--- src/pwc_pkg.sv ---
// Shared types and constants for the RC pulse-width capture block.
`default_nettype none
package pwc_pkg;

  localparam int TIME_BITS  = 32;
  localparam int NUM_CH     = 5;
  localparam int CH_W       = 3;
  localparam int CH_IDX_W   = $clog2(NUM_CH);
  localparam int IN_TIME_W  = 32;
  localparam int LEN_W      = 32;
  localparam int STAMP_W    = (TIME_BITS < IN_TIME_W) ? TIME_BITS : IN_TIME_W;
  localparam int IN_DATA_W  = ((CH_W + 1 + IN_TIME_W + 7) / 8) * 8;
  localparam int OUT_DATA_W = NUM_CH * LEN_W;

  typedef enum logic {
    MODE_EDGE   = 1'b0,
    MODE_REPORT = 1'b1
  } mode_t;

  typedef struct packed {
    mode_t                mode;
    logic [CH_W-1:0]      channel;
    logic                 level;
    logic [IN_TIME_W-1:0] time_us;
  } pwc_req_t;

  typedef struct packed {
    logic                        rx_error;
    logic [NUM_CH-1:0][LEN_W-1:0] len;
  } pwc_res_t;

endpackage
`default_nettype wire

--- src/pwc_in_reg.sv ---
// Input register that holds one accepted request for the channel bank.
`default_nettype none
module pwc_in_reg (
  input  wire logic                           clk,
  input  wire logic                           rst_n,
  input  wire logic                           in_tvalid,
  output logic                                in_tready,
  input  wire logic [pwc_pkg::IN_DATA_W-1:0] in_tdata,
  input  wire logic                           in_tuser,
  input  wire logic                           adv,
  output logic                                req_valid,
  output pwc_pkg::pwc_req_t                   req
);
  import pwc_pkg::*;

  logic     valid_r, valid_nxt;
  pwc_req_t req_r, req_nxt;
  logic     accept;

  assign in_tready = !valid_r || adv;
  assign accept    = in_tvalid && in_tready;

  always_comb begin
    valid_nxt = valid_r;
    req_nxt   = req_r;
    if (accept) begin
      valid_nxt       = 1'b1;
      req_nxt.mode    = mode_t'(in_tuser);
      req_nxt.channel = in_tdata[CH_W-1:0];
      req_nxt.level   = in_tdata[CH_W];
      req_nxt.time_us = in_tdata[CH_W+1 +: IN_TIME_W];
    end else if (adv) begin
      valid_nxt = 1'b0;
    end
  end

  always_ff @(posedge clk) begin
    if (!rst_n) begin
      valid_r <= 1'b0;
    end else begin
      valid_r <= valid_nxt;
    end
    req_r <= req_nxt;
  end

  assign req_valid = valid_r;
  assign req       = req_r;

  a_empty_ready: assert property (@(posedge clk) disable iff (!rst_n)
    !valid_r |-> in_tready)
    else $error("input register empty but not ready");

endmodule
`default_nettype wire

--- src/pwc_chan_bank.sv ---
// Per-channel rise times and pulse lengths, with the report result logic.
`default_nettype none
module pwc_chan_bank (
  input  wire logic              clk,
  input  wire logic              rst_n,
  input  wire logic              fire,
  input  wire pwc_pkg::pwc_req_t req,
  output pwc_pkg::pwc_res_t      res
);
  import pwc_pkg::*;

  logic [STAMP_W-1:0] rise_r   [NUM_CH];
  logic [STAMP_W-1:0] rise_nxt [NUM_CH];
  logic [STAMP_W-1:0] len_r    [NUM_CH];
  logic [STAMP_W-1:0] len_nxt  [NUM_CH];
  logic [CH_IDX_W-1:0] ch_idx;
  logic [STAMP_W-1:0] stamp;
  logic               ch_ok;
  logic               late_ok;
  logic               err;

  assign ch_idx  = req.channel[CH_IDX_W-1:0];
  assign stamp   = req.time_us[STAMP_W-1:0];
  assign ch_ok   = req.channel < CH_W'(NUM_CH);
  assign late_ok = stamp >= rise_r[ch_idx];

  always_comb begin
    rise_nxt = rise_r;
    len_nxt  = len_r;
    if (fire) begin
      if (req.mode == MODE_REPORT) begin
        for (int k = 0; k < NUM_CH; k++) begin
          len_nxt[k] = '0;
        end
      end else if (ch_ok) begin
        if (req.level) begin
          rise_nxt[ch_idx] = stamp;
        end else if (late_ok) begin
          len_nxt[ch_idx] = stamp - rise_r[ch_idx];
        end
      end
    end
  end

  always_ff @(posedge clk) begin
    if (!rst_n) begin
      for (int k = 0; k < NUM_CH; k++) begin
        rise_r[k] <= '0;
        len_r[k]  <= '0;
      end
    end else begin
      rise_r <= rise_nxt;
      len_r  <= len_nxt;
    end
  end

  assign err = (len_r[0] == '0);

  always_comb begin
    res.rx_error = err;
    for (int k = 0; k < NUM_CH; k++) begin
      res.len[k] = err ? '0 : LEN_W'(len_r[k]);
    end
  end

  a_report_clears: assert property (@(posedge clk) disable iff (!rst_n)
    fire && req.mode == MODE_REPORT |=>
      len_r[0] == '0 && len_r[1] == '0 && len_r[2] == '0 &&
      len_r[3] == '0 && len_r[4] == '0)
    else $error("pulse lengths not cleared after a report");

  a_bad_channel_ignored: assert property (@(posedge clk) disable iff (!rst_n)
    fire && req.mode == MODE_EDGE && !ch_ok |=> $stable(len_r[0]) && $stable(rise_r[0]))
    else $error("edge on an unknown channel changed channel state");

endmodule
`default_nettype wire

--- src/pwc_out_reg.sv ---
// Result register that holds one report until the receiver takes it.
`default_nettype none
module pwc_out_reg (
  input  wire logic                            clk,
  input  wire logic                            rst_n,
  input  wire logic                            load,
  input  wire pwc_pkg::pwc_res_t               res,
  output logic                                 out_tvalid,
  input  wire logic                            out_tready,
  output logic [pwc_pkg::OUT_DATA_W-1:0]       out_tdata,
  output logic                                 out_tuser
);
  import pwc_pkg::*;

  logic     valid_r, valid_nxt;
  pwc_res_t res_r, res_nxt;

  always_comb begin
    valid_nxt = valid_r;
    res_nxt   = res_r;
    if (load) begin
      valid_nxt = 1'b1;
      res_nxt   = res;
    end else if (out_tready) begin
      valid_nxt = 1'b0;
    end
  end

  always_ff @(posedge clk) begin
    if (!rst_n) begin
      valid_r <= 1'b0;
    end else begin
      valid_r <= valid_nxt;
    end
    res_r <= res_nxt;
  end

  assign out_tvalid = valid_r;
  assign out_tdata  = res_r.len;
  assign out_tuser  = res_r.rx_error;

  a_no_overwrite: assert property (@(posedge clk) disable iff (!rst_n)
    load |-> !valid_r || out_tready)
    else $error("result register overwritten while stalled");

  a_error_zeroes: assert property (@(posedge clk) disable iff (!rst_n)
    valid_r && res_r.rx_error |-> res_r.len == '0)
    else $error("error report carries nonzero lengths");

endmodule
`default_nettype wire

--- src/rc_pulse_width_capture.sv ---
// Top level of the five-channel RC pulse-width capture block.
//
// The input channel carries edge events and report requests. in_tuser selects
// the kind: 0 for an edge, 1 for a report. An edge names a channel, the new
// pin level and a microsecond timestamp; rises store the timestamp, falls
// at or after the stored rise store the pulse length. A report returns the
// five lengths on the output channel and clears them; a zero throttle length
// sets out_tuser (rx_error) and zeroes all five lengths.
// A request is registered in the input register, and a report's result is then
// registered in the output register when the report leaves the input register.
// One request is taken in every cycle. When the receiver stalls, edges keep
// flowing and only a report waiting behind a held result stops the input.
// Reset clears all rise times and lengths to zero and empties both registers.
`default_nettype none
module rc_pulse_width_capture (
  input  wire logic                            clk,
  input  wire logic                            rst_n,
  input  wire logic                            in_tvalid,
  output logic                                 in_tready,
  // channel[2:0], level[3], time_us[35:4], zero[39:36]
  input  wire logic [pwc_pkg::IN_DATA_W-1:0]  in_tdata,
  // mode[0]
  input  wire logic                            in_tuser,
  output logic                                 out_tvalid,
  input  wire logic                            out_tready,
  // throttle_len[31:0], steering_len[63:32], aux5_len[95:64],
  // aux6_len[127:96], speed_len[159:128]
  output logic [pwc_pkg::OUT_DATA_W-1:0]       out_tdata,
  // rx_error[0]
  output logic                                 out_tuser
);
  import pwc_pkg::*;

  logic     req_valid;
  pwc_req_t req;
  pwc_res_t res;
  logic     adv;
  logic     fire;
  logic     load;

  assign adv  = (req.mode == MODE_EDGE) || !out_tvalid || out_tready;
  assign fire = req_valid && adv;
  assign load = fire && (req.mode == MODE_REPORT);

  pwc_in_reg u_in_reg (
    .clk       (clk),
    .rst_n     (rst_n),
    .in_tvalid (in_tvalid),
    .in_tready (in_tready),
    .in_tdata  (in_tdata),
    .in_tuser  (in_tuser),
    .adv       (adv),
    .req_valid (req_valid),
    .req       (req)
  );

  pwc_chan_bank u_chan_bank (
    .clk   (clk),
    .rst_n (rst_n),
    .fire  (fire),
    .req   (req),
    .res   (res)
  );

  pwc_out_reg u_out_reg (
    .clk        (clk),
    .rst_n      (rst_n),
    .load       (load),
    .res        (res),
    .out_tvalid (out_tvalid),
    .out_tready (out_tready),
    .out_tdata  (out_tdata),
    .out_tuser  (out_tuser)
  );

  a_report_waits: assert property (@(posedge clk) disable iff (!rst_n)
    req_valid && req.mode == MODE_REPORT && out_tvalid && !out_tready |-> !fire)
    else $error("report advanced while the result register was held");

  a_report_shows: assert property (@(posedge clk) disable iff (!rst_n)
    load |=> out_tvalid)
    else $error("report did not produce a result");

endmodule
`default_nettype wire

--- config.mk ---
export PLATFORM = sky130hd
export DESIGN_NAME = rc_pulse_width_capture
export DESIGN_NICKNAME = d
export VERILOG_FILES = /design/src/pwc_pkg.sv /design/src/pwc_in_reg.sv /design/src/pwc_chan_bank.sv /design/src/pwc_out_reg.sv /design/src/rc_pulse_width_capture.sv
export SDC_FILE = /design/constraint.sdc
export NUM_CORES = 1
export LEC_CHECK = 0
export BUFFER_PORTS_ARGS = -buffer_cell sky130_fd_sc_hd__buf_2
export CAP_MARGIN = 20
export CORE_MARGIN = 5
export CORE_UTILIZATION = 40
export CTS_BUF_LIST = sky130_fd_sc_hd__clkbuf_16
export DETAILED_ROUTE_END_ITERATION = 8
export PLACE_DENSITY = 0.55
export SLEW_MARGIN = 20
export SYNTH_ARGS = -nofsm -noshare
export SYNTH_HDL_FRONTEND = slang
export SYNTH_SLANG_ARGS = --single-unit
--- constraint.sdc ---
create_clock -name clk -period 9.2 [get_ports clk]
set_clock_uncertainty 0.15 [all_clocks]
set_input_delay 0.46 -clock clk [delete_from_list [all_inputs] [get_ports clk]]
set_output_delay 0.46 -clock clk [all_outputs]
set_load 0.05 [all_outputs]
# [Word-level counts from Yosys, hierarchy flattened]
# Index checks and enable logic that the tools add are counted.
[word_totals] reg_bits=520 latch_bits=0 mem_bits_rw=0 mem_bits_ro=0 input_bits=45 output_inout_bits=163 word_cells=61 mem_count=0
[classes] add_sub_neg=1 mul=0 n_div=0 n_lt_le_gt_ge=4 n_eq_ne=1 shift=0 muxes=15 bitwise_logic=2 n_reduce_logical=16
[op_table] op="$mux W160" count=4
[op_table] op="$bwmux W160" count=2
[op_table] op="$bmux W32 S3" count=1
[op_table] op="$demux W32 S3" count=1
[op_table] op="$mux W32" count=3
[op_table] op="$ge A32 B32 Y1" count=1
[op_table] op="$logic_not A32 Y1" count=1
[op_table] op="$sub A32 B32 Y32" count=1
[op_table] op="$reduce_and A4 Y1" count=2
[op_table] op="$reduce_bool A2 Y1" count=4
[op_table] op="$ge A4 B4 Y1 const B" count=1
[op_table] op="$logic_and A1 B1 Y1" count=4
[op_table] op="$lt A4 B1 Y1 const B" count=1
[op_table] op="$mux W1" count=4
[op_table] op="$not A3 Y4" count=1
[op_table] op="$logic_or A1 B1 Y1" count=3
[op_table] op="$lt A3 B3 Y1 const B" count=1
[op_table] op="$logic_not A1 Y1" count=2
[op_table] op="$ne A2 B1 Y1 const B" count=1
[op_table] op="$not A1 Y1" count=1

# [Logic depth before layout (Yosys ltp)]
# Gate-level depths: netlist of the first run.
[logic_depth] ltp_word=10 depth_mapped=19 mapped_depth_nobuf=14

# [Modules after synthesis]
# From an unflattened synthesis of the first run, not the netlist that was laid out.
[unflattened] cells_unflattened=1995 area_unflattened_um2=20803.7
[by_module_without_submodules] mod="pwc_chan_bank" instances=1 cells_per_inst=1784 area_each_um2=14720.4 seq_area_each_um2=6406.1
[by_module_without_submodules] mod="pwc_out_reg" instances=1 cells_per_inst=164 area_each_um2=4875.9 seq_area_each_um2=4854.7
[by_module_without_submodules] mod="pwc_in_reg" instances=1 cells_per_inst=42 area_each_um2=1168.6 seq_area_each_um2=1131.1
[by_module_without_submodules] mod="rc_pulse_width_capture" instances=1 cells_per_inst=5 area_each_um2=38.8 seq_area_each_um2=0.0

# [Least setup slack after synthesis of the first run]
# OpenSTA, ideal clock, no wires.
[synth_timing] path_kind="reg-to-reg" from="reg u_out_reg.valid_r (netlist: u_out_reg.out_tvalid)" to="reg u_out_reg.res_r (netlist bit u_out_reg.out_tdata[0]), enable pin" setup_time_ps=683 t_arrival_ps=7424 required_time_ps=8367 setup_slack_ps=942 stages_incl_launch_ff=3 n_path_buf=0 period_less_slack_ps=8258 path_cell_list="dfxtp_1 nor2b_1 nor2_1"
[synth_between] elab_chain_cells=5
[synth_lines] item="start: declaration" line="pwc_out_reg.sv:15" text="logic valid_r, valid_nxt;"
[synth_lines] item="start signal: assignment" line="pwc_out_reg.sv:33" text="valid_r <= valid_nxt;"
[synth_lines] item="$logic_not A1 Y1" line="rc_pulse_width_capture.sv:41" text="assign adv = (req.mode == MODE_EDGE) || !out_tvalid || out_tready;"
[synth_lines] item="$logic_or A1 B1 Y1 (2 in series)" line="rc_pulse_width_capture.sv:41"
[synth_lines] item="$logic_and A1 B1 Y1" line="rc_pulse_width_capture.sv:42" text="assign fire = req_valid && adv;"
[synth_lines] item="$logic_and A1 B1 Y1" line="rc_pulse_width_capture.sv:43" text="assign load = fire && (req.mode == MODE_REPORT);"
[synth_lines] item="via load" line="rc_pulse_width_capture.sv:39" text="logic load;"
[synth_lines] item="end signal: assignment" line="pwc_out_reg.sv:35" text="res_r <= res_nxt;"
[synth_lines] item="end: declaration" line="pwc_out_reg.sv:16" text="pwc_res_t res_r, res_nxt;"
# The timed path passes the listed nets, and every way through them passes these cells.
# A chain may end at the register's enable or synchronous reset.

# [Worst setup path in the final report of the first run]
[layout_timing] from="reg u_in_reg.req_r (netlist bit u_in_reg.req[33])" to="reg u_chan_bank.len_r[61] (netlist bit)"
[layout_between] elab_chain_cells=10 word_cells_on_any_way=20 classes_between="add/sub (1); order compare (4); mux (10); bitwise (1); reduce/logical (4)"
[layout_lines] item="start: declaration" line="pwc_in_reg.sv:17" text="pwc_req_t req_r, req_nxt;"
[layout_lines] item="start signal: assignment" line="pwc_in_reg.sv:43" text="req_r <= req_nxt;"
[layout_lines] item="$not A3 Y4 (not written as such)" line="pwc_chan_bank.sv:25, pwc_chan_bank.sv:39"
[layout_lines] item="$bmux W32 S3, or another cell as far along" line="pwc_chan_bank.sv:25, pwc_chan_bank.sv:39"
[layout_lines] item="$mux W32 (not written as such) / $logic_and A1 B1 Y1 (equally long branches)" line="pwc_chan_bank.sv:25, pwc_chan_bank.sv:39"
[layout_lines] item="$mux W32, on equally long branches" line="pwc_chan_bank.sv:25, pwc_chan_bank.sv:39"
[layout_lines] item="$sub A32 B32 Y32 / $demux W32 S3 (equally long branches)" line="pwc_chan_bank.sv:39" text="len_nxt[ch_idx] = stamp - rise_r[ch_idx];"
[layout_lines] item="$bwmux W160" line="pwc_chan_bank.sv:39"
[layout_lines] item="$mux W160" line="pwc_chan_bank.sv:38" text="end else if (late_ok) begin"
[layout_lines] item="$mux W160" line="pwc_chan_bank.sv:36" text="if (req.level) begin"
[layout_lines] item="$mux W160" line="pwc_chan_bank.sv:35" text="end else if (ch_ok) begin"
[layout_lines] item="$mux W160" line="pwc_chan_bank.sv:31" text="if (req.mode == MODE_REPORT) begin"
[layout_lines] item="end signal: assignment" line="pwc_chan_bank.sv:53" text="len_r <= len_nxt;"
[layout_lines] item="end: declaration" line="pwc_chan_bank.sv:14" text="logic [STAMP_W-1:0] len_r [NUM_CH];"
# Several ways; a longest one is shown, not always the timed one. The select of a mux whose other input is x is not followed.

==> metrics.csv, run 1 <==
metric,value,unit
status,"finished, final reports clean",
Post-DRT Antenna Nets,0,
post-synthesis sequential area ratio,58.55,%
CP cell instances,buf_4 > nor2b_1 > buf_4 > and2_1 > nand2_1 > o21ai_0 > a221oi_1 > ha_1 > nor2b_1 > o2111ai_1 > a21oi_1 > o21ai_0 > o21ai_0 > a21oi_1 > xnor2_1 > a32o_1,
postcts setup bufs,0,
Worst Max-Slew Pin Slew,1.103,ns
Final WS setup,3.595,ns
Util after Layout,46.93,%
number of hold violations in the final report,0,
relative max-transition margin,25.66,%
synth warn,0,
Netlist Area Pre-Place,0.02117,mm^2
routability cong.,0.8391,
Max Clock Freq,178.4,MHz
Leak,8.311,nW
Crit Path Category,flop to flop,
Starting Density,40.36,%
Mapped Cells,2026,
"Clk Latency, worst-skew pair",0.61,ns
initial drt markers,1080,
clock slew at reported path FFs,0.06,ns
Setup-failing EPs final,0,
First-pass DRT Iterations,5,
Top delay family on crit path,compound AO/OA/AOI/OAI gates,
DRC Markers,0,
post-synthesis cell type count,74,
max-slew violations,0,
gr ovfl total,0,
share of post-route cells with drive strength above 1,15.83,%
Global Route Usage Sum,19.03,%
"most used cell, CP",o21ai_0,
Max VDD drop,0.0001301,V
H-tree lvl count,2,
largest net degree at the start of global routing,162,
worst-path maximum fanout,22,
CP Buf/Inv Count,2,
slowest CP cell,edfxtp_1,
number of max-cap violations,0,
first-pass GRT wire length,86700,um
"EDFF count, synth",198,
port bufs,203,
worst endpoint required time,9.59,ns
leading area contributor after synthesis,dfxtp_1,
CP endpoint kind,flop,
synth cell count leaders,"nand2_1 (474), dfxtp_1 (322), edfxtp_1 (198)",
Tmin final,5.605,ns
TritonCTS Buffers,53,
Post-CTS Hold Fix Bufs,37,
share of the synthesized area in the top cell type,30.46,%
CTS tree,done,
wire length per cell,19.24,um
startpoint types,flop,
"Arr. time, crit path",5.99,ns
prevailing post-synth register cell,dfxtp_1,
core area,0.05245,mm^2
unrepaired setup endpoints after global routing,false,
# diodes,0,
final setup TNS,0,ns
dpl ws,3.374,ns
max incr delay on CP,0.77,ns
DIE WIDTH,240.0,um
Clock Path Buffers,3,
Resized cells post-CTS,0,
clk sinks,520,
num ports,208,
"FF+latch count, synth",520,
Row Count,84,
dpl hpwl,36560,um
dominant cells by area after synthesis,"dfxtp_1 (30%), edfxtp_1 (28%), nand2_1 (8.4%), a21boi_0 (5.7%), nor2b_1 (4.3%)",
DIE HEIGHT,240.0,um
most frequent cell after synthesis,nand2_1,
Layout area overhead,16.29,%
async set-reset flop share out of synthesis,0,%
PD cells,196.1,mW/mm^2
initial antenna violation count,0,
final worst-path cycle share,60.93,%
Root Buffer,clkbuf_16,
worst hold slack,0.03568,ns
vias per cell,5.226,
vias in the first global route,14870,
final WL,56040,um
Synthesized Nets,2104,
Final #Nets,2257,
syn avg cell area,10.45,um^2
Die ar.,0.05761,mm^2
HP Class,primary input to flop,
routed via count,15220,
## power by group
| part | switching (mW) | leakage, nW | internal (mW) | total, mW |
|---|---|---|---|---|
| Sequential | 0.0322 | 4.38 | 2.42 | 2.45 |
| Clock | 0.891 | 0.837 | 1.11 | 2.00 |
| Combinational | 0.275 | 3.09 | 0.0988 | 0.374 |
## cells in the final DEF, fill, tap and decap left out, types with 13 or more instances in the layout
| cell | netlist | routed |
|---|---|---|
| a21boi_0 | 160 | 160 |
| a21o_1 | 14 | 14 |
| a21oi_1 | 42 | 42 |
| a22o_1 | 41 | 41 |
| a22oi_1 | 36 | 36 |
| a31oi_1 | 15 | 14 |
| a32o_1 | 17 | 17 |
| buf_2 | 26 | 202 |
| buf_4 | 3 | 17 |
| clkbuf_16 | 0 | 53 |
| clkinv_1 | 0 | 21 |
| dfxtp_1 | 322 | 322 |
| dlygate4sd3_1 | 0 | 37 |
| edfxtp_1 | 198 | 198 |
| ha_1 | 32 | 32 |
| inv_1 | 12 | 22 |
| mux2_2 | 19 | 19 |
| nand2_1 | 474 | 470 |
| nand3_1 | 14 | 13 |
| nor2_1 | 23 | 16 |
| nor2b_1 | 146 | 145 |
| o21ai_0 | 106 | 106 |
| o21ai_1 | 18 | 18 |
| o22a_1 | 17 | 17 |
| xnor2_1 | 18 | 18 |
## final timing paths
path	from	end	slack, ns	cells after the start
setup reg to reg	u_in_reg.req[33]	u_chan_bank.len_r[61]	3.59	16
setup / recovery	u_in_reg.req[33]	u_chan_bank.len_r[61]	3.59	16
hold reg to reg	u_chan_bank.len_r[81]	u_chan_bank.len_r[81]	0.29	2
hold / removal	in_tvalid	u_in_reg.req_valid	0.04	3
## worst register-to-register path: cells and delay by family, from the launching register on
family	cells	cell delay, ns
flops	1	0.77
xor+xnor	1	0.70
buf+inv	2	0.81
fa+ha+maj	1	0.39
simple gates	4	0.96
compound gates	8	1.75
## cell families (layout without fill, tap and decap cells)
logic type,Yosys count,in the layout,synth area share [%]
adder cells (fa/ha/maj),33,33,1.986
buffers and inverters,171,369,3.346
AO/OA/AOI/OAI,515,515,17.14
flip-flops,520,520,58.55
multiplexers,33,33,2.205
AND/OR/NAND/NOR,731,731,15.83
XOR/XNOR,23,23,0.9517
## flip-flops by register name, summed over array words and instances (netlist names)
register,count
u_out_reg.out_tdata,160
u_chan_bank.len_r,160
u_in_reg.req,37
u_out_reg.out_tvalid,1
u_in_reg.req_valid,1
u_out_reg.out_tuser,1
u_chan_bank.rise_r,160
## per-layer routing
layer | up-vias | routed length, um | track usage, % | share of wire, %
li1 | 7399 | - | - | -
met1 | 7336 | 26530 | 27.41 | 47
met2 | 412 | 25160 | 30.46 | 45
met3 | 72 | 3269 | 3.131 | 5.8
met4 | 0 | 1071 | 4.195 | 1.9
met5 | - | 0 | 0 | 0
## layout make-up
class                           count  area, um^2
Inverter                           12       45.04
Tap cell                          688       860.8
Clock inverter                     47       307.8
Timing Repair Buffer              257        1529
Fill cell                        4795       27830
Clock buffer                       53        1326
Sequential cell                   520       12390
Multi-Input combinational cell   1335        8152
## stage by stage
step           total power, mW  instances  area [um^2]
5_1_grt                  5.008       2912        24610
3_5_place_dp             2.867       2775        22610
4_1_cts                  4.881       2912        24610
6_report                 4.826       2912        24610
3_3_place_gp             2.863       2775        22610
2_1_floorplan            2.748       2026        21170
Power figures use the tool's default switching activity.
==> run 2: changes to the inputs <==
--- a/config.mk
+++ b/config.mk
@@ -11,7 +11,7 @@
 export CORE_UTILIZATION = 40
 export CTS_BUF_LIST = sky130_fd_sc_hd__clkbuf_16
 export DETAILED_ROUTE_END_ITERATION = 8
-export PLACE_DENSITY = 0.55
+export PLACE_DENSITY = 0.57
 export SLEW_MARGIN = 20
 export SYNTH_ARGS = -nofsm -noshare
 export SYNTH_HDL_FRONTEND = slang
==> constraint.sdc (replaced) <==
create_clock -name clk -period 4.85 [get_ports clk]
set_clock_uncertainty 0.15 [all_clocks]
set_input_delay 0.2425 -clock clk [delete_from_list [all_inputs] [get_ports clk]]
set_output_delay 0.2425 -clock clk [all_outputs]
set_load 0.05 [all_outputs]
==> metrics.csv, run 2 (synthesis results as in run 1) <==
metric,value,unit,change
status,"finished, final reports clean",,
routability cong.,0.8369,,-0.26%
"leading cell type in the layout, fill and taps excluded",nand2_1,,
dpl hpwl,37150,um,+1.6%
flop-to-flop setup slack,0.38,ns,-3.22 ns
max-slew violations,0,,unchanged
first-pass GRT wire length,86330,um,-0.43%
DRC Markers,0,,unchanged
"Clk Latency, worst-skew pair",0.61,ns,about the same
clk sinks,520,,unchanged
Crit Path Category,flop to flop,,
final setup TNS,0,ns,unchanged
Worst Max-Slew Pin Slew,1.043,ns,-0.06081 ns
num ports,208,,unchanged
"Arr. time, crit path",4.78,ns,-1.21 ns
vias in the first global route,15100,,+1.6%
unrepaired setup endpoints after global routing,false,,
number of hold violations in the final report,0,,unchanged
Clock Path Buffers,3,,unchanged
worst endpoint required time,5.16,ns,-4.43 ns
startpoint types,flop,,
DIE HEIGHT,240.0,um,unchanged
Global Route Usage Sum,18.85,%,-0.17 points
gr ovfl total,0,,unchanged
# diodes,0,,unchanged
Tmin final,4.475,ns,-1.130 ns
clock slew at reported path FFs,0.06,ns,about the same
CP endpoint kind,flop,,
Layout area overhead,17.59,%,
final worst-path cycle share,92.27,%,+31 points
PD cells,368.5,mW/mm^2,+88%
HP Class,primary input to flop,,
Int Pwr,6.914,mW,+91%
initial drt markers,1112,,+3.0%
port bufs,203,,unchanged
relative max-transition margin,30.33,%,+4.7 points
sequential share of power,50.7,%,about the same
switch share,24.62,%,-0.21 points
most frequent cells in the layout,"nand2_1 (474), dfxtp_1 (322), buf_2 (202)",,
Post-DRT Antenna Nets,0,,unchanged
worst-path maximum fanout,35,,+59%
core area,0.05245,mm^2,unchanged
postcts setup bufs,0,,unchanged
vias per cell,5.222,,about the same
Starting Density,40.36,%,unchanged
initial antenna violation count,0,,unchanged
routed via count,15350,,+0.83%
Root Buffer,clkbuf_16,,
share of post-route cells with drive strength above 1,16.26,%,+0.43 points
Leak,8.497,nW,+2.2%
Row Count,84,,unchanged
Max VDD drop,0.0003101,V,+140%
Gate power share,8.1,%,+0.3 points
Max Clock Freq,223.5,MHz,+25%
final WL,55540,um,-0.88%
DIE WIDTH,240.0,um,unchanged
Setup-failing EPs final,0,,unchanged
Die ar.,0.05761,mm^2,unchanged
First-pass DRT Iterations,4,,-1
TritonCTS Buffers,54,,+1.9%
CTS tree,done,,
Clk pwr share,41.2,%,-0.2 points
number of max-cap violations,0,,unchanged
Net Switching,2.259,mW,+88%
Final #Nets,2283,,+1.2%
wire length per cell,18.90,um,-1.8%
Pwr Total,9.173,mW,+90%
largest net degree at the start of global routing,114,,-30%
H-tree lvl count,2,,unchanged
-- run 2: changes by cell type in the layout (fill, tap and decap cells not counted), sizes merged --
cell         previous run  this run
buf                   220       242
bufinv                  2         1
clkbuf                 53        55
clkinv                 31        22
dlygate4sd3            37        40
inv                    25        35
-- run 2: final timing paths --
path,startpoint,endpoint,cells past startpoint
worst min-delay path,in_tdata[15],u_in_reg.req[11],2
worst max-delay path,u_in_reg.req[34],u_chan_bank.len_r[55],13
worst max register to register,u_in_reg.req[34],u_chan_bank.len_r[55],13
worst min register to register,u_chan_bank.len_r[87],u_chan_bank.len_r[87],2
-- run 2: power by group through the flow --
stage / logic, mW / clock network, mW / registers [mW]
4_1_cts: 0.743 / 3.88 / 4.65
2_1_floorplan: 0.344 / 0 / 4.86
5_1_grt: 0.792 / 4.06 / 4.66
3_5_place_dp: 0.717 / 0 / 4.75
6_report: 0.740 / 3.78 / 4.65
3_3_place_gp: 0.712 / 0 / 4.74
-- run 2: final cells by class --
class,instances,area [um^2]
fillers,4835,27560
flip-flops and latches,520,12390
repair buffers,282,1837
multi-input cells,1335,8120
well taps,688,860.8
clock inverters,47,257.7
clock buffers,55,1376
inverters,12,45.04
-- run 2: critical path: stages, from the launching register on --
cell and delay (ns):
edfxtp_1 0.46, buf_12 0.25, mux4_2 0.52, nor2b_1 0.15, a31oi_1 0.29, ha_1 0.38, a21oi_1 0.19, o21ai_2 0.09
or3_1 0.37, o21a_1 0.26, o41ai_4 0.38, o21ai_0 0.17, xnor2_1 0.48, o21ai_0 0.18
-- run 2: what timing repair did --
item                       4_1_cts  5_1_grt
setup endpoints to repair        0        1
gates resized for setup          0        1
hold buffers                    40        0
hold endpoints to repair        70        0
-- run 2: per-stage QoR --
stage / area, um^2 / setup slack (ns) / utilization, % / std cells / hold slack (ns)
finish: 24890 / 0.3750 / 47.46 / 2939 / 0.1912
global route: 24890 / 0.06063 / 47.46 / 2939 / 0.1712
CTS: 24890 / 0.2228 / 47.45 / 2939 / 0.1530
detailed placement: 22850 / 0.2625 / 43.58 / 2797 / 0.2707
global placement: 22850 / 0.3524 / 43.58 / 2797 / 0.2712
floorplan: 21170 / 0.4422 / - / 2026 / 0.1914
-- run 2: per-layer routing --
layer	routed length, um	part of all wire, %	GRT usage, %	up-vias
li1	-	-	-	7455
met1	26070	47	26.58	7396
met2	25160	45	30.35	408
met3	3130	5.6	3.384	87
met4	1185	2.1	4.797	0
met5	0	0	0	-
